[src/rtl/core/ate_pkg.sv]
package ate_pkg;

  localparam int CAPACITY_DEF = 64;

  localparam logic [3:0] KIND_APPEND    = 4'd0;
  localparam logic [3:0] KIND_INS_START = 4'd1;
  localparam logic [3:0] KIND_INS_AFTER = 4'd2;
  localparam logic [3:0] KIND_REM_AT    = 4'd3;
  localparam logic [3:0] KIND_REM_VAL   = 4'd4;
  localparam logic [3:0] KIND_LSEARCH   = 4'd5;
  localparam logic [3:0] KIND_BSEARCH   = 4'd6;
  localparam logic [3:0] KIND_SORT      = 4'd7;
  localparam logic [3:0] KIND_READ      = 4'd8;

  localparam logic [1:0] ST_OK        = 2'd0;
  localparam logic [1:0] ST_BAD_INDEX = 2'd1;
  localparam logic [1:0] ST_FULL      = 2'd2;
  localparam logic [1:0] ST_NOT_FOUND = 2'd3;

  typedef struct packed {
    logic [3:0]         kind;
    logic [5:0]         elem_index;
    logic signed [31:0] elem_value;
  } req_t;

  typedef struct packed {
    logic [1:0]         status;
    logic [5:0]         result_index;
    logic signed [31:0] result_value;
    logic [6:0]         length;
  } rsp_t;

  typedef enum logic [4:0] {
    S_IDLE, S_DECODE, S_INS_RD, S_INS_WR, S_DEL_RD, S_DEL_WR, S_LS_RD, S_LS_CMP,
    S_BS_RD, S_BS_CMP, S_RD_WAIT, S_SORT_MUL, S_SORT_PASS, S_SRT_RA, S_SRT_RB,
    S_SRT_CMP, S_SRT_WB, S_FIN
  } state_t;

  typedef enum logic [4:0] {
    OP_NOP, OP_LOAD, OP_DECODE, OP_INS_STEP, OP_INS_MOVE, OP_DEL_STEP, OP_DEL_MOVE,
    OP_LS_STEP, OP_LS_CMP, OP_BS_STEP, OP_BS_CMP, OP_RD_TAKE, OP_GAP_MUL,
    OP_GAP_SET, OP_SRT_RA, OP_SRT_RB, OP_SRT_CMP, OP_SRT_WB
  } dp_op_t;

  typedef struct packed {
    logic [3:0] kind;
    logic       full;
    logic       idx_bad;
    logic       at_pos;
    logic       del_end;
    logic       ls_end;
    logic       match;
    logic       bs_empty;
    logic       pass_end;
    logic       sort_done;
    logic       swap;
  } dp_stat_t;

endpackage

[src/rtl/core/ate_datapath.sv]
module ate_datapath import ate_pkg::*; #(
  parameter int CAPACITY = CAPACITY_DEF
) (
  input  logic     clk,
  input  logic     rst,
  input  dp_op_t   op,
  input  req_t     req,
  output dp_stat_t stat,
  output rsp_t     rsp
);

  localparam int CW   = $clog2(CAPACITY + 1);
  localparam int IW   = $clog2(CAPACITY);
  localparam int CMPW = (CW > 6) ? CW : 6;
  localparam int XW   = CW + 4;
  localparam int PW   = 2 * XW;
  localparam logic [XW-1:0] RECIP = XW'((2 ** XW) / 13);
  localparam logic [CW-1:0] CAP_C = CW'(CAPACITY);

  logic [31:0]   mem [CAPACITY];
  logic [31:0]   rdata, tmp, val, rvalue;
  logic [3:0]    kind;
  logic [5:0]    idx, rindex;
  logic [1:0]    status;
  logic [CW-1:0] count, ptr, pos, lo, hi, gap;
  logic [XW-1:0] qe;
  logic          done_flag;

  logic          re, we;
  logic [IW-1:0] rd_addr, wr_addr;
  logic [31:0]   wr_data;
  logic [CW:0]   ptr_p1, ptr_gap;
  logic [CW-1:0] mid, newgap;
  logic [XW-1:0] x, qfix;
  logic [PW-1:0] prod;
  logic [XW+3:0] q13, rem;
  logic          full, idx_bad, match, gap_small;

  assign ptr_p1  = {1'b0, ptr} + 1'b1;
  assign ptr_gap = {1'b0, ptr} + {1'b0, gap};
  assign mid     = lo + ((hi - lo - 1'b1) >> 1);
  assign x       = (XW'(gap) << 3) + (XW'(gap) << 1);
  assign prod    = PW'(x) * PW'(RECIP);
  assign q13     = ((XW + 4)'(qe) << 3) + ((XW + 4)'(qe) << 2) + (XW + 4)'(qe);
  assign rem     = (XW + 4)'(x) - q13;
  assign qfix    = (rem >= (XW + 4)'(13)) ? qe + 1'b1 : qe;
  assign newgap  = CW'(qfix);
  assign gap_small = (qfix <= XW'(1));
  assign full    = (count >= CAP_C);
  assign idx_bad = (CMPW'(idx) >= CMPW'(count));
  assign match   = (rdata == val);

  assign stat.kind      = kind;
  assign stat.full      = full;
  assign stat.idx_bad   = idx_bad;
  assign stat.at_pos    = (ptr == pos);
  assign stat.del_end   = (ptr_p1 >= {1'b0, count});
  assign stat.ls_end    = (ptr >= count);
  assign stat.match     = match;
  assign stat.bs_empty  = (lo >= hi);
  assign stat.pass_end  = (ptr_gap >= {1'b0, count});
  assign stat.sort_done = done_flag;
  assign stat.swap      = ($signed(tmp) > $signed(rdata));

  assign rsp.status       = status;
  assign rsp.result_index = rindex;
  assign rsp.result_value = rvalue;
  assign rsp.length       = 7'(count);

  always_comb begin
    re      = 1'b0;
    we      = 1'b0;
    rd_addr = IW'(ptr);
    wr_addr = IW'(ptr);
    wr_data = rdata;
    unique case (op)
      OP_DECODE: begin
        if (kind == KIND_READ && !idx_bad) begin
          re      = 1'b1;
          rd_addr = IW'(idx);
        end
      end
      OP_INS_STEP: begin
        if (ptr == pos) begin
          we      = 1'b1;
          wr_addr = IW'(pos);
          wr_data = val;
        end else begin
          re      = 1'b1;
          rd_addr = IW'(ptr - 1'b1);
        end
      end
      OP_INS_MOVE, OP_DEL_MOVE: we = 1'b1;
      OP_DEL_STEP: begin
        if (!stat.del_end) begin
          re      = 1'b1;
          rd_addr = IW'(ptr_p1);
        end
      end
      OP_LS_STEP: re = !stat.ls_end;
      OP_BS_STEP: begin
        re      = !stat.bs_empty;
        rd_addr = IW'(mid);
      end
      OP_SRT_RA: re = !stat.pass_end;
      OP_SRT_RB: begin
        re      = 1'b1;
        rd_addr = IW'(ptr_gap);
      end
      OP_SRT_CMP: we = stat.swap;
      OP_SRT_WB: begin
        we      = 1'b1;
        wr_addr = IW'(ptr_gap);
        wr_data = tmp;
      end
      default: ;
    endcase
  end

  always_ff @(posedge clk) begin
    if (we) mem[wr_addr] <= wr_data;
    if (re) rdata <= mem[rd_addr];
  end

  always_ff @(posedge clk) begin
    unique case (op)
      OP_LOAD: begin
        kind   <= req.kind;
        idx    <= req.elem_index;
        val    <= req.elem_value;
        status <= ST_OK;
        rindex <= '0;
        rvalue <= '0;
      end
      OP_DECODE: begin
        ptr <= count;
        pos <= count;
        lo  <= '0;
        hi  <= count;
        unique case (kind)
          KIND_APPEND, KIND_INS_START: begin
            if (full) status <= ST_FULL;
            if (kind == KIND_INS_START) pos <= '0;
          end
          KIND_INS_AFTER: begin
            if (idx_bad) status <= ST_BAD_INDEX;
            else if (full) status <= ST_FULL;
            pos <= CW'(idx) + 1'b1;
          end
          KIND_REM_AT: begin
            if (idx_bad) status <= ST_BAD_INDEX;
            ptr <= CW'(idx);
          end
          KIND_REM_VAL, KIND_LSEARCH: ptr <= '0;
          KIND_READ: if (idx_bad) status <= ST_BAD_INDEX;
          default: ;
        endcase
      end
      OP_INS_MOVE: ptr <= ptr - 1'b1;
      OP_DEL_MOVE: ptr <= CW'(ptr_p1);
      OP_LS_STEP: if (stat.ls_end) status <= ST_NOT_FOUND;
      OP_LS_CMP: begin
        if (match) begin
          if (kind != KIND_REM_VAL) rindex <= 6'(ptr);
        end else begin
          ptr <= CW'(ptr_p1);
        end
      end
      OP_BS_STEP: begin
        if (stat.bs_empty) status <= ST_NOT_FOUND;
        else ptr <= mid;
      end
      OP_BS_CMP: begin
        if (match) rindex <= 6'(ptr);
        else if ($signed(val) > $signed(rdata)) lo <= CW'(ptr_p1);
        else hi <= ptr;
      end
      OP_RD_TAKE: rvalue <= rdata;
      OP_GAP_MUL: qe <= prod[PW-1:XW];
      OP_SRT_RB: tmp <= rdata;
      OP_SRT_CMP: if (!stat.swap) ptr <= CW'(ptr_p1);
      OP_SRT_WB: ptr <= CW'(ptr_p1);
      OP_GAP_SET: ptr <= '0;
      default: ;
    endcase
  end

  always_ff @(posedge clk) begin
    if (rst) begin
      count     <= '0;
      gap       <= '0;
      done_flag <= 1'b0;
    end else begin
      unique case (op)
        OP_DECODE: if (kind == KIND_SORT) gap <= count;
        OP_INS_STEP: if (ptr == pos) count <= count + 1'b1;
        OP_DEL_STEP: if (stat.del_end) count <= count - 1'b1;
        OP_GAP_SET: begin
          gap       <= gap_small ? CW'(1) : newgap;
          done_flag <= gap_small;
        end
        OP_SRT_CMP: if (stat.swap) done_flag <= 1'b0;
        default: ;
      endcase
    end
  end

  a_count_range: assert property (@(posedge clk) disable iff (rst)
    count <= CAP_C) else $error("element count beyond capacity");

  a_gap_nonzero: assert property (@(posedge clk) disable iff (rst)
    op == OP_GAP_SET |=> gap != '0) else $error("sort gap became zero");

  a_insert_grows: assert property (@(posedge clk) disable iff (rst)
    op == OP_INS_STEP && ptr == pos |=> count == $past(count) + 1'b1)
    else $error("insert did not grow the table");

endmodule

[src/rtl/core/ate_ctrl.sv]
module ate_ctrl import ate_pkg::*; (
  input  logic     clk,
  input  logic     rst,
  input  logic     start,
  input  dp_stat_t stat,
  output dp_op_t   op,
  output logic     busy,
  output logic     done
);

  state_t state, state_next;

  always_ff @(posedge clk) begin
    if (rst) state <= S_IDLE;
    else state <= state_next;
  end

  always_comb begin
    state_next = state;
    unique case (state)
      S_IDLE: if (start) state_next = S_DECODE;
      S_DECODE: begin
        unique case (stat.kind)
          KIND_APPEND, KIND_INS_START: state_next = stat.full ? S_FIN : S_INS_RD;
          KIND_INS_AFTER:
            state_next = (stat.idx_bad || stat.full) ? S_FIN : S_INS_RD;
          KIND_REM_AT: state_next = stat.idx_bad ? S_FIN : S_DEL_RD;
          KIND_REM_VAL, KIND_LSEARCH: state_next = S_LS_RD;
          KIND_BSEARCH: state_next = S_BS_RD;
          KIND_SORT: state_next = S_SORT_MUL;
          KIND_READ: state_next = stat.idx_bad ? S_FIN : S_RD_WAIT;
          default: state_next = S_FIN;
        endcase
      end
      S_INS_RD: state_next = stat.at_pos ? S_FIN : S_INS_WR;
      S_INS_WR: state_next = S_INS_RD;
      S_DEL_RD: state_next = stat.del_end ? S_FIN : S_DEL_WR;
      S_DEL_WR: state_next = S_DEL_RD;
      S_LS_RD: state_next = stat.ls_end ? S_FIN : S_LS_CMP;
      S_LS_CMP: begin
        if (!stat.match) state_next = S_LS_RD;
        else if (stat.kind == KIND_REM_VAL) state_next = S_DEL_RD;
        else state_next = S_FIN;
      end
      S_BS_RD: state_next = stat.bs_empty ? S_FIN : S_BS_CMP;
      S_BS_CMP: state_next = stat.match ? S_FIN : S_BS_RD;
      S_RD_WAIT: state_next = S_FIN;
      S_SORT_MUL: state_next = S_SORT_PASS;
      S_SORT_PASS: state_next = S_SRT_RA;
      S_SRT_RA: begin
        if (!stat.pass_end) state_next = S_SRT_RB;
        else state_next = stat.sort_done ? S_FIN : S_SORT_MUL;
      end
      S_SRT_RB: state_next = S_SRT_CMP;
      S_SRT_CMP: state_next = stat.swap ? S_SRT_WB : S_SRT_RA;
      S_SRT_WB: state_next = S_SRT_RA;
      S_FIN: state_next = S_IDLE;
      default: state_next = S_IDLE;
    endcase
  end

  always_comb begin
    busy = (state != S_IDLE);
    done = (state == S_FIN);
    unique case (state)
      S_IDLE:      op = start ? OP_LOAD : OP_NOP;
      S_DECODE:    op = OP_DECODE;
      S_INS_RD:    op = OP_INS_STEP;
      S_INS_WR:    op = OP_INS_MOVE;
      S_DEL_RD:    op = OP_DEL_STEP;
      S_DEL_WR:    op = OP_DEL_MOVE;
      S_LS_RD:     op = OP_LS_STEP;
      S_LS_CMP:    op = OP_LS_CMP;
      S_BS_RD:     op = OP_BS_STEP;
      S_BS_CMP:    op = OP_BS_CMP;
      S_RD_WAIT:   op = OP_RD_TAKE;
      S_SORT_MUL:  op = OP_GAP_MUL;
      S_SORT_PASS: op = OP_GAP_SET;
      S_SRT_RA:    op = OP_SRT_RA;
      S_SRT_RB:    op = OP_SRT_RB;
      S_SRT_CMP:   op = OP_SRT_CMP;
      S_SRT_WB:    op = OP_SRT_WB;
      default:     op = OP_NOP;
    endcase
  end

endmodule

[src/rtl/core/array_table_engine_top.sv]
// Each request runs from decode to done through a sequence of states: a rejected
// or unused request goes straight to done, a read adds a wait state and a plain
// append its write state; shifts and linear searches step per element moved or
// scanned, a binary search per probe, a comb sort per compare plus a gap update
// per pass. Requests are taken one at a time, the next in the cycle after done;
// the receiver cannot stall. Synchronous reset empties the table; no memory clearing pass is needed.
module array_table_engine_top import ate_pkg::*; #(
  parameter int CAPACITY = CAPACITY_DEF
) (
  input  logic clk,
  input  logic rst,
  input  logic start,
  output logic busy,
  input  req_t req,
  output logic done,
  output rsp_t rsp
);

  dp_op_t   op;
  dp_stat_t stat;

  ate_ctrl u_ctrl (
    .clk   (clk),
    .rst   (rst),
    .start (start),
    .stat  (stat),
    .op    (op),
    .busy  (busy),
    .done  (done)
  );

  ate_datapath #(.CAPACITY(CAPACITY)) u_datapath (
    .clk  (clk),
    .rst  (rst),
    .op   (op),
    .req  (req),
    .stat (stat),
    .rsp  (rsp)
  );

endmodule

[config.mk]
export PLATFORM = sky130hd
export DESIGN_NAME = array_table_engine_top
export DESIGN_NICKNAME = d
export VERILOG_FILES = /design/src/rtl/core/ate_pkg.sv /design/src/rtl/core/ate_datapath.sv /design/src/rtl/core/ate_ctrl.sv /design/src/rtl/core/array_table_engine_top.sv
export SDC_FILE = /design/constraint.sdc
export NUM_CORES = 2
export LEC_CHECK = 0
export BUFFER_PORTS_ARGS = -buffer_cell sky130_fd_sc_hd__buf_2
export CAP_MARGIN = 20
export CORE_MARGIN = 2
export CORE_UTILIZATION = 55
export DETAILED_ROUTE_END_ITERATION = 10
export PLACE_DENSITY = 0.71
export REMOVE_ABC_BUFFERS = 1
export SYNTH_ARGS = -nofsm -noshare
export SYNTH_HDL_FRONTEND = slang
export SYNTH_HIERARCHICAL = 1
export SYNTH_SLANG_ARGS = --single-unit
[constraint.sdc]
create_clock -name clk -period 12.8 [get_ports clk]
set_input_delay 2.56 -clock clk [delete_from_list [all_inputs] [get_ports clk]]
set_output_delay 2.56 -clock clk [all_outputs]
set_load 0.01 [all_outputs]
==> impl_results.md <==
* Status: complete, no violations
* Clock-pin slew on the worst setup and hold paths at 0.06 ns
* Total clock sinks at 2250
* F_max at 123.4 MHz
* Most frequent cells after synthesis: edfxtp_1 (2230), nand2_1 (1517), nand3_1 (388), a21oi_1 (287), mux2i_1 (266)
* Routed met2 length at 127900 um
* Count of hold buffers inserted by post-cts repair at 0
* Post-synth top area share at 69.26%
* Most frequent cell after synthesis: edfxtp_1
* Main combinational cell family by area after synthesis: simple AND/OR/NAND/NOR gates
* Clk_lat worst skew at 0.87 ns
* CP max-delay cell: a22oi_1
* CP Class: in -> reg
* Class of the worst hold path: reg -> reg
* Crit path largest cell delay at 0.81 ns
* Post-synth top area cell: edfxtp_1
* Crit-path cells: buf_2 > nor4_1 > nor3_2 > buf_4 > nor2_1 > nand3_2 > inv_1 > nand2_1 > mux2_2 > nand4_4 > buf_4 > buf_12 > nand2_1 > and3_1 > a311oi_1 > a31oi_1 > a22oi_1 > and4_1
* Highest routed layer: met5
* Reg-to-reg slack, setup at 5.25 ns
* Global route overflow at 0
* Met3 routed WL at 32380 um
* Minimum clock period at 8.105 ns
* Initial antenna violation count at 11
* Crit-path max FO at 148
* Number of gates resized after CTS at 0
* Vias in the first global route at 60970
* Rows at 153
* Via density at 6.523
* Top FF cell, synth: edfxtp_1
* Hpwl dp at 155200 um
* Final Hold Fails at 0
* First-pass GRT wire length at 407800 um
* Die height at 423.3 um
* Rel. slew slack at 28.06%
* Asr flop ratio synth at 0%
* Post-synthesis compound-gate area fraction at 8.631%
* Crit. End Element: flip-flop
* Final Skew at 0.07352 ns
* Total GRT Usage at 30.82%
* # nets final at 7486
* Layout area overhead at 10.99%
* Mapped Avg Cell Area at 13.49 um2
* H-tree depth at 4
* Post-Synth Adder-Cell Area at 3.191%
* Detail Route Antenna Nets at 0
* Hold EP: u_datapath/tmp[29]$_DFFE_PP_
* Hold Slack at 0.4860 ns
* DR iter-0 viols at 9443
* CTS Buf Count at 215
* Largest net degree at the start of global routing at 174
* Fraction of layout cells with a size suffix above 1 at 10.53%
* WHS Path Cells at 0
* Final Max Tran Viols at 0
* Unrepaired setup endpoints after global routing: no
* DR DRC count at 0
* Cells after Synth at 7170
* Post-CTS Setup Bufs at 0
* Synthesized area at 0.09669 mm2
* Fillers at 12860
* Routed length per instance at 28.68 um
* Buffers and inverters on the worst path at 5
* Mux contribution to synthesized area at 3.045%
* Final setup viols at 0
* FF/Latch Area at 0.06736 mm2
* Hold Crit Start: u_datapath/rdata[29]$_DFFE_PP_
* Post-Synth Simple-Gate Area at 11.79%
* Core box area at 0.1742 mm2
* TritonCTS clock tree: done
* I/O pin cnt at 94
* Full die area at 0.1792 mm2
* Metal-1 WL at 103400 um
* 1st-pass router iterations at 7
* Crit Reg-Reg Startpoint: u_datapath/ptr[4]$_DFFE_PP_
* Period utilization at 63.32%
* Synth top area cells: edfxtp_1 (69%), nand2_1 (5.9%), mux2i_1 (2.8%)
* Initial Util at 55.50%
* Synth Warn # at 6
* Critical R2R Capture: u_datapath/rdata[26]$_DFFE_PP_
* Vias at 63450
* XOR/XNOR Fraction of Synth Area at 0.6794%
* Post-Route WL at 278900 um
* Die X at 423.3 um
* Clock buffer depth at 3
* Cell variety after synth at 104
* PortBufs at 93
* Crit-path leading delay family: simple AND/OR/NAND/NOR gates
* Worst Max-Slew Pin Slew at 1.079 ns
* Placer Congestion at 0.9492
* Post-synth EDFFs at 2230
* Sequential share of the synthesized area at 69.67%
* Seq cells post-synth at 2250
* Worst Reg-to-Reg Cells at 16
* Multi-input gate area at 0.02724 mm2
* Data arrival, critical path at 8.82 ns
* Root Driver: clkbuf_16
* Critical Path Source Type: primary input
* CP required at 13.52 ns
* Max-cap violations at 0
layout by cell type (no fill, tap or decap), drive strengths merged, types with 66 or more instances in the layout:
cell type,instances
nor2,100
inv,165
clkinv,109
o21ai,117
ha,197
clkbuf,261
a221oi,112
a311oi,66
mux2i,266
a21oi,290
a31oi,112
buf,286
nor3,129
and3,168
nand2,1521
nor4,83
edfxtp,2230
a211oi,104
nand3,389
cell type report:
type,instances,share of cell area (%)
Clock buffer,260,5.218
Sequential cell,2250,62.77
Clock inverter,141,1.329
Antenna cell,4,0.009327
Inverter,160,0.5596
Tap cell,2325,2.711
Timing Repair Buffer,287,2.019
Multi-Input combinational cell,4299,25.38
logic make-up (layout without fill, tap and decap cells):
family                   count (synthesis)  after routing
AND/OR/NAND/NOR                       2547           2547
flip-flops                            2250           2250
AO/OA/AOI/OAI                         1163           1163
buffers and inverters                  621            848
multiplexers                           286            286
adder cells (fa/ha/maj)                228            228
XOR/XNOR                                75             75
other                                    0              4
worst register-to-register path: stages, from the launching register on:
cell	delay, ns
edfxtp_1	0.86
and3_1	0.27
nand3_1	0.09
xnor2_1	0.58
ha_1	0.37
and2_1	0.19
a221oi_1	0.38
a21oi_1	0.22
o31ai_1	0.44
and4_4	0.74
buf_12	0.60
buf_4	1.19
a21oi_1	0.24
a221oi_1	0.40
nor3_1	0.13
a32o_1	0.38
a211oi_1	0.32
registers in the layout (all words and copies together) (netlist names), 7 cells and up:
name	flops
u_datapath/mem	2048
u_datapath/rdata	32
u_datapath/rvalue	32
u_datapath/tmp	32
u_datapath/val	32
u_datapath/qe	8
u_datapath/count	7
u_datapath/gap	7
u_datapath/hi	7
u_datapath/lo	7
u_datapath/pos	7
u_datapath/ptr	7
worst max-delay path by stage:
stage / startpoint / to / slack (ns) / depth (start not counted)
floorplan: start / u_datapath/rdata[16]$_DFFE_PP_ / -9.26 / 12
global placement: start / u_datapath/rdata[11]$_DFFE_PP_ / 4.14 / 18
detailed placement: start / u_datapath/rdata[11]$_DFFE_PP_ / 4.02 / 18
CTS: start / u_datapath/rdata[11]$_DFFE_PP_ / 4.95 / 18
global route: start / u_datapath/rdata[29]$_DFFE_PP_ / 4.54 / 17
finish: start / u_datapath/rdata[11]$_DFFE_PP_ / 4.70 / 18
through the flow:
stage               setup WS, ns  std cells  area, um2  setup TNS [ns]  util, %
global route               4.538       9723     107300               0    61.60
CTS                        4.945       9712     107200               0    61.52
global placement           4.143       9309     100100               0    57.46
detailed placement         4.024       9311     100100               0    57.48
floorplan                 -9.262       6709      94390        -2123.64        -
finish                     4.695       9726     107300               0    61.61
routing by layer:
layer | track usage, % | vias to the layer above
met3 | 6.178 | 691
li1 | - | 27250
met2 | 47.94 | 4039
met1 | 41.81 | 31460
met4 | 14.91 | 2
met5 | 0 | -
Power is not shown: default switching activity piles up to over one toggle a cycle in this logic, so the estimate is an artifact.
